===== config.mk =====
export PLATFORM = sky130hd
export DESIGN_NAME = bracket_matcher_completer_core
export DESIGN_NICKNAME = d
export VERILOG_FILES = /design/src/bmc_pkg.sv /design/src/bracket_matcher_completer_core.sv
export SDC_FILE = /design/constraint.sdc
export NUM_CORES = 1
export LEC_CHECK = 0
export ABC_CLOCK_PERIOD_IN_PS = 4100
export BUFFER_PORTS_ARGS = -buffer_cell sky130_fd_sc_hd__buf_2
export CORE_ASPECT_RATIO = 0.7
export CORE_MARGIN = 2
export CORE_UTILIZATION = 45
export DETAILED_ROUTE_END_ITERATION = 10
export HOLD_SLACK_MARGIN = 0.15
export SYNTH_ARGS = -nofsm -noshare
export SYNTH_HDL_FRONTEND = slang
export SYNTH_SLANG_ARGS = --single-unit

===== constraint.sdc =====
create_clock -name aclk -period 4.1 [get_ports aclk]
set_input_delay 0.205 -clock aclk [delete_from_list [all_inputs] [get_ports aclk]]
set_output_delay 0.205 -clock aclk [all_outputs]
set_load 0.01 [all_outputs]

===== src/bmc_pkg.sv =====
// Shared types, codes and bracket tables for the bracket matcher/completer.
package bmc_pkg;

    localparam int STACK_DEPTH_DEF = 64;

    localparam logic [2:0] KIND_CLOSE    = 3'd0;
    localparam logic [2:0] KIND_CORRUPT  = 3'd1;
    localparam logic [2:0] KIND_BALANCED = 3'd2;
    localparam logic [2:0] KIND_DISCARD  = 3'd3;
    localparam logic [2:0] KIND_OVERFLOW = 3'd4;

    localparam logic [7:0] OPEN_CHARS  [4] = '{8'h28, 8'h5B, 8'h7B, 8'h3C};
    localparam logic [7:0] CLOSE_CHARS [4] = '{8'h29, 8'h5D, 8'h7D, 8'h3E};

    typedef enum logic [1:0] {
        S_IDLE,
        S_EXEC,
        S_DRAIN
    } state_t;

    typedef struct packed {
        logic       is_open;
        logic       is_close;
        logic [1:0] code;
    } brk_t;

    function automatic brk_t bracket_decode(input logic [7:0] sym);
        brk_t r;
        r = '0;
        for (int i = 0; i < 4; i++) begin
            if (sym == OPEN_CHARS[i]) begin
                r.is_open = 1'b1;
                r.code    = 2'(i);
            end
            if (sym == CLOSE_CHARS[i]) begin
                r.is_close = 1'b1;
                r.code     = 2'(i);
            end
        end
        return r;
    endfunction

    function automatic logic [7:0] closer_of(input logic [1:0] code);
        return CLOSE_CHARS[code];
    endfunction

endpackage


===== src/bracket_matcher_completer_core.sv =====
// Bracket matcher and completer: stack of open brackets in a synchronous memory.
//
// Input channel (s_valid/s_ready): one character per item in s_symbol, or a line
// end when s_line_end is 1 (s_symbol is then ignored).
// Result channel (m_valid/m_ready): kind, character and last per result item.
// Openers are pushed, matching closers pop, anything else reports one corrupt
// item and the rest of the line is dropped; a full stack reports overflow.
// At line end a clean line drains its completion closers top first, an empty
// stack gives one balanced item, a failed line one discarded item.
// Sequencing: a character's stack memory read happens as it is accepted in S_IDLE,
// the update in S_EXEC; its result, if any, is registered there and appears in the cycle after.
// A line end drains one closer per cycle from the memory port while output is free.
// The stack is one single-port-read, single-port-write memory of STACK_DEPTH
// two-bit entries; its contents need no clearing, so there is no init pass.
// Reset (aresetn low at a clock edge) empties the stack and the output register.
// A stalled receiver holds the current result; the block waits until it frees.
module bracket_matcher_completer_core #(
    parameter int STACK_DEPTH = bmc_pkg::STACK_DEPTH_DEF
) (
    input  logic       aclk,
    input  logic       aresetn,
    input  logic       s_valid,
    output logic       s_ready,
    input  logic [7:0] s_symbol,
    input  logic       s_line_end,
    output logic       m_valid,
    input  logic       m_ready,
    output logic [2:0] m_kind,
    output logic [7:0] m_character,
    output logic       m_last
);
    import bmc_pkg::*;

    localparam int AW = $clog2(STACK_DEPTH);
    localparam int CW = $clog2(STACK_DEPTH + 1);

    state_t          state_reg, state_next;
    logic [CW-1:0]   count_reg, count_next;
    logic [CW-1:0]   drain_reg, drain_next;
    logic            failed_reg, failed_next;
    logic [7:0]      sym_reg, sym_next;
    logic            end_reg, end_next;

    logic            m_valid_reg, m_valid_next;
    logic [2:0]      m_kind_reg, m_kind_next;
    logic [7:0]      m_character_reg, m_character_next;
    logic            m_last_reg, m_last_next;

    logic [1:0]      stack_mem [STACK_DEPTH];
    logic [1:0]      rd_data_reg;
    logic [AW-1:0]   rd_addr;
    logic [AW-1:0]   wr_addr;
    logic            wr_en;
    logic [1:0]      wr_data;

    brk_t            dec;
    logic            out_free;
    logic            full;
    logic            match;
    logic            need_emit;
    logic            go_drain;
    logic [CW-1:0]   count_m1;
    logic [CW-1:0]   drain_m1;
    logic [CW-1:0]   drain_m2;

    assign dec      = bracket_decode(sym_reg);
    assign out_free = !m_valid_reg || m_ready;
    assign full     = count_reg >= CW'(STACK_DEPTH);
    assign match    = dec.is_close && (count_reg != '0) && (rd_data_reg == dec.code);
    assign go_drain = end_reg && !failed_reg && (count_reg != '0);
    assign count_m1 = count_reg - CW'(1);
    assign drain_m1 = drain_reg - CW'(1);
    assign drain_m2 = drain_reg - CW'(2);

    always_comb begin
        if (end_reg) begin
            need_emit = !go_drain;
        end else if (failed_reg) begin
            need_emit = 1'b0;
        end else if (dec.is_open) begin
            need_emit = full;
        end else begin
            need_emit = !match;
        end
    end

    always_comb begin
        if (state_reg == S_DRAIN) begin
            rd_addr = out_free ? drain_m2[AW-1:0] : drain_m1[AW-1:0];
        end else begin
            rd_addr = count_m1[AW-1:0];
        end
    end

    assign wr_addr = count_reg[AW-1:0];
    assign wr_data = dec.code;

    always_ff @(posedge aclk) begin
        if (wr_en) begin
            stack_mem[wr_addr] <= wr_data;
        end
        rd_data_reg <= stack_mem[rd_addr];
    end

    always_comb begin
        state_next = state_reg;
        case (state_reg)
            S_IDLE: begin
                if (s_valid) begin
                    state_next = S_EXEC;
                end
            end
            S_EXEC: begin
                if (need_emit && !out_free) begin
                    state_next = S_EXEC;
                end else if (go_drain) begin
                    state_next = S_DRAIN;
                end else begin
                    state_next = S_IDLE;
                end
            end
            S_DRAIN: begin
                if (out_free && (drain_reg == CW'(1))) begin
                    state_next = S_IDLE;
                end
            end
            default: state_next = S_IDLE;
        endcase
    end

    always_comb begin
        count_next       = count_reg;
        drain_next       = drain_reg;
        failed_next      = failed_reg;
        sym_next         = sym_reg;
        end_next         = end_reg;
        wr_en            = 1'b0;
        m_valid_next     = m_valid_reg && !m_ready;
        m_kind_next      = m_kind_reg;
        m_character_next = m_character_reg;
        m_last_next      = m_last_reg;
        s_ready          = 1'b0;
        case (state_reg)
            S_IDLE: begin
                s_ready  = 1'b1;
                sym_next = s_symbol;
                end_next = s_line_end;
            end
            S_EXEC: begin
                if (need_emit) begin
                    if (out_free) begin
                        m_valid_next = 1'b1;
                        m_last_next  = 1'b1;
                        if (end_reg) begin
                            m_kind_next      = failed_reg ? KIND_DISCARD : KIND_BALANCED;
                            m_character_next = '0;
                            count_next       = '0;
                            failed_next      = 1'b0;
                        end else begin
                            m_kind_next      = dec.is_open ? KIND_OVERFLOW : KIND_CORRUPT;
                            m_character_next = sym_reg;
                            failed_next      = 1'b1;
                        end
                    end
                end else if (go_drain) begin
                    drain_next = count_reg;
                    count_next = '0;
                end else if (!end_reg && !failed_reg) begin
                    if (dec.is_open) begin
                        wr_en      = 1'b1;
                        count_next = count_reg + CW'(1);
                    end else begin
                        count_next = count_m1;
                    end
                end
            end
            S_DRAIN: begin
                if (out_free) begin
                    m_valid_next     = 1'b1;
                    m_kind_next      = KIND_CLOSE;
                    m_character_next = closer_of(rd_data_reg);
                    m_last_next      = drain_reg == CW'(1);
                    drain_next       = drain_m1;
                end
            end
            default: ;
        endcase
    end

    always_ff @(posedge aclk) begin
        if (!aresetn) begin
            state_reg   <= S_IDLE;
            count_reg   <= '0;
            drain_reg   <= '0;
            failed_reg  <= 1'b0;
            m_valid_reg <= 1'b0;
        end else begin
            state_reg   <= state_next;
            count_reg   <= count_next;
            drain_reg   <= drain_next;
            failed_reg  <= failed_next;
            m_valid_reg <= m_valid_next;
        end
        sym_reg         <= sym_next;
        end_reg         <= end_next;
        m_kind_reg      <= m_kind_next;
        m_character_reg <= m_character_next;
        m_last_reg      <= m_last_next;
    end

    assign m_valid     = m_valid_reg;
    assign m_kind      = m_kind_reg;
    assign m_character = m_character_reg;
    assign m_last      = m_last_reg;

endmodule


Word-level counts from Yosys, hierarchy flattened
Memories as Yosys holds them, arrays and structs flattened. A register that Yosys moved wholly into a read port is not among the register bits.
Index checks and enable logic that the tools add are counted.
{ "op_classes": {"bitwise": 1, "n_eq_ne": 21, "reduce_logical": 25, "muxes": 62, "add_sub_neg": 4, "n_lt_le_gt_ge": 2} }
{ "ops": {"columns": ["cell", "n"], "rows": [
  ["$mux W7", 9],
  ["$mux W8", 6],
  ["$eq A8 B6 Y1 const B", 4],
  ["$eq A8 B7 Y1 const B", 4],
  ["$mux W3", 9],
  ["$mux W1", 22],
  ["$bmux W8 S2", 1],
  ["$ne A2 B2 Y1 const B", 8],
  ["$pmux W8 S2", 1],
  ["$mux W2", 7],
  ["$pmux W7 S2", 1],
  ["$sub A7 B1 Y7 const B", 2],
  ["$mux W6", 2],
  ["$reduce_and A4 Y1", 3],
  ["$logic_and A1 B1 Y1", 8],
  ["$add A7 B1 Y7 const B", 1],
  ["$eq A7 B1 Y1 const B", 1],
  ["$ge A7 B7 Y1 const B", 1],
  ["$logic_not A1 Y1", 7],
  ["$reduce_bool A7 Y1", 1],
  ["$pmux W2 S3", 1],
  ["$pmux W3 S2", 1],
  ["$sub A6 B2 Y6 const B", 1],
  ["$pmux W1 S2", 2],
  ["12 further kinds", 12]
]} }
{ "totals": {"ram_bits": 128, "regBits": 39, "input_bits": 13, "wordCells": 126, "mem_count": 1} }
{ "mem_list": {"columns": ["memory", "depth", "width", "rd", "rd_ports_with_merged_regs", "wr", "line_no", "text"], "rows": [
  ["stack_mem", 64, 2, 1, 1, 1, "bracket_matcher_completer_core.sv:49", "logic [1:0] stack_mem [STACK_DEPTH];"]
]} }

Depth between registers and ports, before layout
{ "logic_depth": {"depth_word": 18, "mapped_depth": 14, "ltp_nobuf": 10} }

Worst setup path after synthesis
OpenSTA, ideal clock, no wires.
{ "synth_path": {"path_type": "reg2reg", "start": "reg sym_reg[6]", "end": "reg m_character_reg[0], in the netlist m_character[0] (enable)", "setup_time_ns": 0.355, "arrival_ns": 3.346, "slack_ns": 0.399, "required_time_ns": 3.745, "n_path_buf": 0, "synth_period_minus_slack_ns": 3.701, "stages_incl_launch_ff": 8, "cell_sequence": "edfxtp_1 -> nor3b_1 -> a32oi_1 -> nor4b_4 -> xnor2_2 -> a311o_1 -> o22ai_1 -> and2_1"} }
{ "synth_rtl": {"columns": ["element", "line_no", "text"], "rows": [
  ["start, declared", "bracket_matcher_completer_core.sv:41", "logic [7:0] sym_reg, sym_next;"],
  ["start signal, assigned", "bracket_matcher_completer_core.sv:204", "sym_reg <= sym_next;"],
  ["end signal, assigned", "bracket_matcher_completer_core.sv:207", "m_character_reg <= m_character_next;"],
  ["end, declared", "bracket_matcher_completer_core.sv:46", "logic [7:0] m_character_reg, m_character_next;"]
]} }

Final worst setup path
{ "layout_path": {"start": "reg count_reg[1]", "end": "mem stack_mem[40][0] (enable)"} }
{ "layout_between": {"elab_chain_cells": 11} }
{ "layout_rtl": {"columns": ["element", "line_no", "text"], "rows": [
  ["start, declared", "bracket_matcher_completer_core.sv:38", "logic [CW-1:0] count_reg, count_next;"],
  ["start signal, assigned", "bracket_matcher_completer_core.sv:199", "count_reg <= count_next;"],
  ["branches (longest 11 deep; another with $ge A7 B7 Y1)", null, null],
  ["end, declared", "bracket_matcher_completer_core.sv:49", null]
]} }
Several ways; the timed one is not identified.

==> qor.csv <==
metric;value;unit
outcome;finished clean;
Tcrit/Tclk final;87.05;%
WL final;19.86;mm
H-tree depth;4;
Placed Cells;922;
layout cells sized above 1;15.38;%
Yosys reg bits;169;
Tot Pwr;3.627;mW
Required @ worst endpoint;4210;ps
vias;5669;
Nets;741;
Placement Setup Slack;596.2;ps
reg-to-reg slack, setup;530;ps
critical path's slowest cell;dfxtp_1;
number of antenna violations at the first check in global routing;0;
Overflow after GRT;0;
clock root buffer master;clkbuf_16;
FF-to-FF Start;count_reg[1]$_SDFFE_PN0P_;
min-delay src;s_valid;
delay-heaviest family, CP;simple AND/OR/NAND/NOR gates;
Final setup viols;0;
Initial Utilization;45.77;%
Syn. warnings;0;
Yosys top cell area share;54.45;%
CP startpoint kind;register;
Die X;165.5;um
Area Overhead vs Synth;12.00;%
min Tclk post-route;3569;ps
Reg clk slew, reported paths;70;ps
most frequent cells in the layout;edfxtp_1, nor2_1, nand2_1, nand3_1, buf_2;
hpwl dp;13.60;mm
Slew HR;41.47;%
class of the worst hold path;in2reg;
vias per cell;5.881;
Cell Chain, Critical Path;inv_1, ha_1, or3b_2, nand3b_1, o21ai_0, nor3_2, a311o_1, nand4_1, nor2_1;
first-pass GRT wire length;31.35;mm
CP Class;reg2reg;
Worst Tran Pin Value;875.9;ps
Hold EP;state_reg[1]$_SDFFE_PN0P_;
Iter 0 DRT Violations;662;
EDFF count, synth;149;
Ports;27;
clk_skew;8.599;ps
RSZ-0062 raised after global routing;false;
post-synthesis sequential area ratio;59.32;%
TritonCTS buffer count;17;
Rows;41;
Num Clock Sinks;169;
total leakage power;3.070;nW
DR DRC count;0;
ANT cells;0;
Worst Reg2Reg Path Length in Cells;9;
# port buffers;26;
Reg-to-Reg End;stack_mem[40][0]$_DFFE_PP_;
Finished Layout Cells;964;
clock buffer depth;2;
Fin. Hold Viols;0;
pin count of the biggest net entering global routing;65;
syn nets;710;
Die ar.;19380;um^2
Setup crit end kind;register;
Cells after Synth;684;
Crit path arrival time;3680;ps
maximum vdd drop;254.2;uV
Core Region;17950;um^2
die height;117.1;um
most common cell after layout, fill and taps aside;edfxtp_1;
vias in the first global route;5363;
worst skew pair latency;430;ps
CTS tree;done;
Synth area leaders;edfxtp_1, dfxtp_1, nor2_1;
ANT nets after route;0;
max-cap check violation count;0;
Initial DRT Pass Iterations;5;
Buf/Inv on CP;1;
ys flop type;edfxtp_1;
Setup WS post-layout;530.8;ps
Hold WS;192.4;ps
max FFs per register;128;
Placer Congestion;0.8477;
WL/cell;20.60;um
GRT Overall Usage;22.11;%
Crit Path Max Fanout;11;
FFs w/ async S/R, synth;0;%
fmax;0.2802;GHz
cell depth of the worst hold path;5;
Synth cell types;80;
synthesized area;8218;um^2
setup TNS;0;ps
Yosys top cell by area;edfxtp_1;
Slew Viols, Final;0;
Pwr Density;394.1;nW/um^2
Post-Synthesis Mean Instance Area;12.01;um^2
slowest stage delay, CP;540;ps
cell usage after synthesis, types with 7 or more instances:
library cell,n
a21oi_1,13
a311oi_1,7
a31oi_1,13
and3_1,13
buf_2,11
clkbuf_1,15
dfxtp_1,20
edfxtp_1,149
ha_1,13
inv_1,19
mux2i_1,21
mux4_2,11
nand2_1,74
nand3_1,37
nor2_1,102
nor3_1,11
o21ai_0,15
xnor2_1,7
report_power, final:
part	switching [mW]	internal [mW]
clock network	0.725	0.798
registers	0.0318	1.89
logic	0.110	0.0715
total	0.867	2.76
layer usage:
layer	part of all wire, %	GRT usage, %	routed length (um)	up-vias
li1	-	-	-	2623
met1	50	35.93	9849	2823
met2	41	29.41	8196	198
met3	7.4	4.087	1472	25
met4	1.7	7.126	340	0
met5	0	0	0	-
worst max-delay path by stage:
stage / start / cells past startpoint / slack, ps / end
global route: count_reg[1]$_SDFFE_PN0P_ / 10 / 310 / stack_mem[2][1]$_DFFE_PP_
finish: count_reg[1]$_SDFFE_PN0P_ / 9 / 530 / stack_mem[40][0]$_DFFE_PP_
detailed placement: count_reg[1]$_SDFFE_PN0P_ / 10 / 600 / stack_mem[15][0]$_DFFE_PP_
floorplan: sym_reg[6]$_DFFE_PP_ / 7 / 400 / m_character[0]$_DFFE_PP_
global placement: count_reg[0]$_SDFFE_PN0P_ / 10 / 700 / stack_mem[39][0]$_DFFE_PP_
CTS: count_reg[1]$_SDFFE_PN0P_ / 10 / 590 / stack_mem[15][0]$_DFFE_PP_
area by class of cell:
class	count	area, um^2
Timing Repair Buffer	52	362.8
Clock inverter	15	138.9
Inverter	20	75.07
Multi-Input combinational cell	455	3032
Sequential cell	169	4875
Tap cell	236	295.3
Clock buffer	17	425.4
Fill cell	1560	8751
worst min-delay path, cell delays in order:
cell	delay, ps
buf_2	90
inv_1	50
a21oi_1	80
nand3_1	90
a21oi_1	60
cells by family after synthesis:
group	count (synthesis)	share of synthesized area, %
mux	40	6.882
compound gates	106	10.34
flops	169	59.32
xor+xnor	10	1.157
simple gates	286	16.44
buf+inv	60	3.882
fa+ha+maj	13	1.979
repair_timing:
item	CTS	global route
gates resized for setup	0	0
hold buffers	10	0
hold endpoints to repair	11	0
setup buffers	0	0
per-stage QoR:
stage / utilization, % / area, um^2
2_1_floorplan: - / 8218
3_3_place_gp: 47.56 / 8539
3_5_place_dp: 47.56 / 8539
4_1_cts: 51.26 / 9204
5_1_grt: 51.26 / 9204
6_report: 51.26 / 9204
No activity file was read; power rests on OpenSTA's default activity.
